===== config.mk =====
export PLATFORM = sky130hd
export DESIGN_NAME = bgcd_step
export DESIGN_NICKNAME = d
export VERILOG_FILES = /design/src/rtl/core/bgcd_pkg.sv /design/src/rtl/core/bgcd_step.sv
export VERILOG_INCLUDE_DIRS = /design/src /design/src/rtl/core
export SDC_FILE = /design/constraint.sdc
export NUM_CORES = 1
export LEC_CHECK = 0
export CAP_MARGIN = 20
export CORE_MARGIN = 4
export CORE_UTILIZATION = 50
export CTS_BUF_LIST = sky130_fd_sc_hd__clkbuf_4 sky130_fd_sc_hd__clkbuf_8 sky130_fd_sc_hd__clkbuf_16
export CTS_CLUSTER_DIAMETER = 200
export CTS_CLUSTER_SIZE = 12
export DETAILED_ROUTE_END_ITERATION = 8
export DONT_BUFFER_PORTS = 1
export GPL_ROUTABILITY_DRIVEN = 1
export PLACE_DENSITY = 0.63
export SETUP_SLACK_MARGIN = 0.4
export SYNTH_ARGS = -nofsm -noshare
export SYNTH_HDL_FRONTEND = slang
export SYNTH_SLANG_ARGS = --single-unit

===== constraint.sdc =====
create_clock -name clock -period 5.46 [get_ports clock]
set_input_delay 0 -clock clock [delete_from_list [all_inputs] [get_ports clock]]
set_output_delay 0 -clock clock [all_outputs]
set_load 0.01 [all_outputs]

===== src/rtl/core/binary_gcd_defines.svh =====
// Assertion macros shared by the binary GCD RTL.
// Define ASSERT_OFF to compile the checks away.
`ifndef BINARY_GCD_DEFINES_SVH
`define BINARY_GCD_DEFINES_SVH

`ifndef ASSERT_OFF
// Property that must hold at every edge outside reset.
`define BGCD_ASSERT(lbl, clk, rst, prop, msg) \
   lbl: assert property (@(posedge clk) disable iff (rst) (prop)) else $error(msg);
// Antecedent this cycle implies consequent on the next edge.
`define BGCD_ASSERT_NEXT(lbl, clk, rst, ante, cons, msg) \
   lbl: assert property (@(posedge clk) disable iff (rst) (ante) |=> (cons)) \
      else $error(msg);
`else
`define BGCD_ASSERT(lbl, clk, rst, prop, msg)
`define BGCD_ASSERT_NEXT(lbl, clk, rst, ante, cons, msg)
`endif

`endif


===== src/rtl/core/bgcd_pkg.sv =====
`timescale 1ns / 1ps

package bgcd_pkg;

   // Width of the operand and result ports
   localparam int FIELD_WIDTH = 32;

   // Control that travels with each pipeline stage
   typedef struct packed {
      logic valid;  // stage holds a transaction
      logic done;   // second value has reached zero, p holds the gcd less the shared power of two
   } stage_ctl_type;

   // Operation one stage applies to its pair
   typedef enum logic [2:0] {
      OP_HOLD       = 3'd0,
      OP_SHIFT_BOTH = 3'd1,
      OP_SHIFT_P    = 3'd2,
      OP_SHIFT_Q    = 3'd3,
      OP_SUBTRACT   = 3'd4
   } step_op_type;

endpackage


===== src/rtl/core/bgcd_step.sv =====
`timescale 1ns / 1ps
`include "binary_gcd_defines.svh"

module bgcd_step #(
   parameter int DATA_WIDTH = 32
) (
   input  logic                                clock,
   input  logic                                reset,
   input  bgcd_pkg::stage_ctl_type             in_ctl,
   input  logic [DATA_WIDTH-1:0]               in_p,
   input  logic [DATA_WIDTH-1:0]               in_q,
   input  logic [$clog2(DATA_WIDTH)-1:0]       in_shared,
   output bgcd_pkg::stage_ctl_type             out_ctl,
   output logic [DATA_WIDTH-1:0]               out_p,
   output logic [DATA_WIDTH-1:0]               out_q,
   output logic [$clog2(DATA_WIDTH)-1:0]       out_shared
);
   import bgcd_pkg::*;

   localparam int SHARED_WIDTH = $clog2(DATA_WIDTH);

   step_op_type             op;
   logic                    p_gt_q;
   logic [DATA_WIDTH-1:0]   diff;
   logic                    ctl_done_in;
   logic [DATA_WIDTH-1:0]   p_in;
   logic [DATA_WIDTH-1:0]   q_in;
   logic [SHARED_WIDTH-1:0] shared_in;
   logic                    valid_ff;
   logic                    done_ff;
   logic [DATA_WIDTH-1:0]   p_ff;
   logic [DATA_WIDTH-1:0]   q_ff;
   logic [SHARED_WIDTH-1:0] shared_ff;

   // pick one step from the parity of the pair, or hold an empty or finished stage
   always_comb begin
      priority if (!in_ctl.valid || in_ctl.done) begin
         op = OP_HOLD;
      end else if (!in_p[0] && !in_q[0]) begin
         op = OP_SHIFT_BOTH;
      end else if (!in_p[0]) begin
         op = OP_SHIFT_P;
      end else if (!in_q[0]) begin
         op = OP_SHIFT_Q;
      end else begin
         op = OP_SUBTRACT;
      end
   end

   // both odd: larger minus smaller, always even
   assign p_gt_q = in_p > in_q;
   assign diff   = p_gt_q ? (in_p - in_q) : (in_q - in_p);

   always_comb begin
      p_in        = in_p;
      q_in        = in_q;
      shared_in   = in_shared;
      ctl_done_in = in_ctl.done;
      unique case (op)
         OP_HOLD: begin
         end
         OP_SHIFT_BOTH: begin
            p_in      = in_p >> 1;
            q_in      = in_q >> 1;
            shared_in = in_shared + SHARED_WIDTH'(1);
         end
         OP_SHIFT_P: begin
            p_in = in_p >> 1;
         end
         OP_SHIFT_Q: begin
            q_in = in_q >> 1;
         end
         OP_SUBTRACT: begin
            // difference is even, so its first halving is folded in here
            p_in        = p_gt_q ? in_q : in_p;
            q_in        = diff >> 1;
            ctl_done_in = (diff == '0);
         end
         default: begin
         end
      endcase
   end

   // stage register
   always_ff @(posedge clock) begin
      if (reset) begin
         valid_ff <= 1'b0;
      end else begin
         valid_ff <= in_ctl.valid;
      end
      done_ff   <= ctl_done_in;
      p_ff      <= p_in;
      q_ff      <= q_in;
      shared_ff <= shared_in;
   end

   assign out_ctl.valid = valid_ff;
   assign out_ctl.done  = done_ff;
   assign out_p         = p_ff;
   assign out_q         = q_ff;
   assign out_shared    = shared_ff;

   `BGCD_ASSERT_NEXT(a_sub_keeps_p_odd, clock, reset, op == OP_SUBTRACT, out_p[0],
      "subtract step left an even p")
   `BGCD_ASSERT_NEXT(a_done_holds_p, clock, reset, in_ctl.valid && in_ctl.done,
      out_ctl.done && (out_p == $past(in_p)), "finished pair changed")

endmodule


Yosys cells after proc, flatten, opt, wreduce, memory -nomap -nowiden
Cells that the tools add are included.

operators by class
  add/sub/neg operators = 3
  order comparisons = 1
  equal/unequal tests = 4
  mux-type cells = 10
  reductions and logical operators = 8

operators by type and width
  cell                                                              number
  32-bit one-hot mux with 2 select lines                            2
  32-bit two-way mux                                                2
  32-bit subtractor                                                 2
  32-bit greater-than comparator                                    1
  32-bit zero test                                                  1
  3-bit two-way mux                                                 4
  3-bit by 2-bit == test with 1-bit output (second input constant)  2
  5-bit by 1-bit adder with 5-bit output (second input constant)    1
  5-bit two-way mux                                                 1
  2-bit OR reduction                                                2
  3-bit by 1-bit == test with 1-bit output (second input constant)  1
  3-bit == test (second input constant)                             1
  1-bit zero test                                                   3
  1-bit logical AND                                                 1
  1-bit logical OR                                                  1
  1-bit two-way mux                                                 1

storage, ports and cells
  bits in registers = 71
  input port bits = 73
  output and inout port bits = 71
  word-level logic and storage cells = 31

Depth between registers and ports, before layout
  depth in word-level cells = 7
  gate-level depth with buffers = 15
  gate-level depth less buffers = 14

Least setup slack after synthesis
Ideal clock, no wire load.

  path type = input -> register
  start point = in in_q[0]
  end point = reg done_ff
  setup time = 0.096 ns
  data arrival time = 2.807 ns
  data required time = 5.364 ns
  slack = 2.557 ns
  cell stages on the path = 14
  path buffers = 0
  path through = inv_1 -> ha_1 -> inv_1 -> fa_1 -> a21o_1 -> a221oi_2 -> a211oi_1 -> nor4_1 -> o31a_1 -> a22o_1 -> xnor2_1 -> nor4_1 -> nand4_1 -> o41ai_2

on the way
  word-level cells in the longest chain between the ends = 6
  elaborated cells on any way between the ends = 13
  those cells by class = add/sub: 2; order compare: 1; eq/ne: 1; mux: 6; reduce/logical: 3

ends and longest elaborated chain
  what                                                       RTL line         RTL
  from (decl)                                                bgcd_step.sv:11  input logic [DATA_WIDTH-1:0] in_q,
  branches (longest 5 deep; another with 32-bit subtractor)  n/a
  1-bit two-way mux *                                        bgcd_step.sv:59  unique case (op)
  via ctl_done_in                                            bgcd_step.sv:25  logic ctl_done_in;
  to (signal assigned)                                       bgcd_step.sv:91  done_ff <= ctl_done_in;
  to (decl)                                                  bgcd_step.sv:30  logic done_ff;

Mark *: on every way through the listed nets, which the timed path passes.
A chain may end at the register's enable or synchronous reset.

Worst setup path after layout
  start point = in in_q[31]
  end point = reg p_ff[2], in the netlist out_p[2]

on the way
  word-level cells in the longest chain between the ends = 3

ends and longest elaborated chain
  what                                    RTL line         RTL
  32-bit greater-than comparator          bgcd_step.sv:51  assign p_gt_q = in_p > in_q;
  32-bit two-way mux                      bgcd_step.sv:75  p_in = p_gt_q ? in_q : in_p;
  32-bit one-hot mux with 2 select lines  bgcd_step.sv:59
  via p_in[2]                             bgcd_step.sv:26  logic [DATA_WIDTH-1:0] p_in;
  to (signal assigned)                    bgcd_step.sv:92  p_ff <= p_in;
  to (decl)                               bgcd_step.sv:31  logic [DATA_WIDTH-1:0] p_ff;

The timed path passes the listed nets, and every way through them passes these cells.

==> results_dict.tcl <==
set metrics [dict create \
    status "finished, final reports clean" \
    cp-end-kind "flip-flop" \
    fmax_mhz 246 \
    cp.required_ns 5.75 \
    async_flop_share_pct 0 \
    p_leak_uw 0.00389 \
    grt_pass1_vias 7851 \
    synth_area_leaders "dfxtp_1 (21%), ha_1 (12%), a22oi_1 (6.6%), nand2_1 (6.4%), a21oi_1 (5.9%)" \
    synth_area_mm2 0.00683 \
    setup.worst_path.end "out_p[2]$_DFF_P_" \
    tightest_slew_ns 0.933 \
    worst_path_max_delay_cell "nor2_2" \
    rsz0062_at_grt "false" \
    ys.warnings.count 0 \
    cp.buffers_inverters 5 \
    synth_top_family_by_area "compound AO/OA/AOI/OAI gates" \
    grt_pass1_wl_um 42700 \
    cts.sink_count 71 \
    cts_buffers 9 \
    synth.net_count 1061 \
    crit_path_max_fanout 17 \
    yosys.area_share.simple_pct 18.6 \
    synth_compound_area_share_pct 33.4 \
    critPathLaunchType "input port" \
    grt_max_degree 34 \
    crit_start "in_q[31]" \
    die_w_um 125 \
    drcViolationCount 0 \
    avgSynthCellArea_um2 7.43 \
    cp_top_family "buffers and inverters" \
    wl_um 27200 \
    synth_edf_count 0 \
    numPlacedInstances 1054 \
    synthAdderAreaFrac_pct 12.7 \
    ys_ff_latch 71 \
    layout_commonest_cell "dlygate4sd3_1" \
    drv_slew 0 \
    hold_class "in2reg" \
    io_pins 144 \
    setup-violations-final 0 \
    final_hold_viol_count 0 \
    ys_seq_area_share_pct 20.8 \
    coreArea_mm2 0.0133 \
    drtIter0Drc 774 \
    die_y_um 125 \
    cp_cell_sequence "dlygate4sd3_1, inv_1, ha_1, and4_1, a221o_1, o21a_1, nor2_2, buf_4, nor2_2, nor2_2, buf_4, nand2_1, nand2_1, dlygate4sd3_1" \
    post_cts.repair.setup_buffers 0 \
    drive_above_1_share_pct 5.71 \
    n_antenna_cell 0 \
    dieArea_mm2 0.0156 \
    clock-root-buffer "clkbuf_16" \
    cts_tree "built" \
    muxShareOfSynthArea_pct 2.12 \
    synthXorXnorAreaFrac_pct 4.36 \
    fin_nets 1151 \
    layout_min_cycle_time_ns 4.07 \
    htreeDepth 3 \
    peakVddDrop_uv 146 \
    relSlewSlack_pct 37.7 \
    arrival_ns 4.36 \
    path_depth 14 \
    post-place-ws_ns 1.88 \
    grt_usage_pct 33.9 \
    setup_slack_ns 1.39 \
    setup-tns-final_ns 0 \
    dp_hpwl_um 18500 \
    synth_top_area_share_pct 20.8 \
    ys.flop_type "dfxtp_1" \
    final_cell_mix "dlygate4sd3_1 (121), nand2_1 (116), a21oi_1 (81)" \
    antenna_left 0 \
    vias 7777 \
    finalNonFillerCells 1191 \
    path_class "in2reg" \
    port_buffers 0 \
    yosysUniqueCellTypes 75 \
    cp_common_cell "nor2_2" \
    syn2layout_area_growth_pct 24.0 \
    grt-ovfl-total 0 \
    max_stage_delay_ns 0.75 \
    start_util_pct 51.4 \
    clkTransAtPathRegs_ns 0.06 \
    max-cap-violations 0 \
    dr.pass1.iters 7 \
    powerDensity_mw_per_mm2 248 \
    routedWlPerCell_um 22.9 \
    antenna_found_initial 0 \
    syn-instance-count 920 \
    finalCoreUtilization_pct 63.7 \
    viasPerCell 6.53 \
    gp_congestion 0.940 \
    period_share_pct 74.6 \
    clock_path_buffers 2 \
    num_rows 42 \
    synth_top_cell_by_area "dfxtp_1" \
]
==> routing by layer <==
| metal | vias up | wire length, um | track usage (%) |
|---|---|---|---|
| li1 | 3514 | - | - |
| met1 | 3705 | 11200 | 42.5 |
| met2 | 467 | 12400 | 54.7 |
| met3 | 91 | 2650 | 9.01 |
| met4 | 0 | 930 | 14.5 |
| met5 | - | 0 | 0 |
==> kinds of logic (layout without fill, tap and decap cells) <==
logic type / count (synthesis) / after routing
compound gates: 342 / 342
xor+xnor: 34 / 34
fa+ha+maj: 68 / 68
buf+inv: 132 / 227
flops: 71 / 71
mux: 13 / 13
simple gates: 260 / 260
==> worst min-delay path, cell delays in order <==
cell	delay [ns]
nand2_1	0.14
nor4_1	0.14
xor2_1	0.14
==> how the worst min path moves through the flow <==
stage              start               endpoint  slack, ns  cells past startpoint
2_1_floorplan      reset    valid_ff$_SDFF_PP0_       0.07                      1
3_3_place_gp       reset    valid_ff$_SDFF_PP0_       0.07                      1
3_5_place_dp       reset    valid_ff$_SDFF_PP0_       0.08                      1
4_1_cts        in_ctl[1]  out_shared[0]$_DFF_P_       0.07                      3
5_1_grt          in_q[1]       out_q[0]$_DFF_P_       0.16                      3
6_report       in_ctl[1]  out_shared[0]$_DFF_P_       0.10                      3
==> report_power, final <==
group	internal (uW)	switching [uW]
sequential	567	44.8
combinational	308	452
clock	453	277
==> cell usage after synthesis (7+ instances only) <==
library cell	number
nand2_1	116
a21oi_1	81
inv_1	78
o21ai_0	77
dfxtp_1	71
ha_1	66
a22oi_1	60
nor2_1	47
clkbuf_1	28
a21o_1	23
xor2_1	18
buf_2	16
xnor2_1	16
nand4_1	14
nor3_1	14
o31ai_1	13
nand3_1	11
mux2i_1	10
o21bai_1	9
a211oi_1	8
buf_4	8
nor2b_1	7
o211ai_1	7
or3_1	7
==> cell type report <==
cell class / count / area (um2)
Inverter: 78 / 293
Timing Repair Buffer: 133 / 1300
Clock buffer: 9 / 225
Fill cell: 1150 / 4830
Tap cell: 176 / 220
Multi-Input combinational cell: 717 / 4880
Sequential cell: 71 / 1420
Clock inverter: 7 / 128
==> repair_timing <==
action                                 4_1_cts  5_1_grt
resized for setup                            0        0
hold buffers                               121        0
endpoints found under the hold margin       71        0
setup endpoints to repair                    0        0
==> flip-flops by register name, indices dropped and copies added, names as in the netlist <==
signal      cells
out_p          32
out_q          32
out_shared      5
done_ff         1
valid_ff        1
==> per-stage QoR <==
stage                     cell area, um2  power, uW  hold slack (ns)
after floorplan                     6830       1090           0.0716
after detailed placement            6900       1260           0.0759
after global placement              6900       1250           0.0729
final                               8470       2100            0.104
after CTS                           8470       2070           0.0748
after global routing                8470       2190            0.163
(Power assumes the default switching activity.)
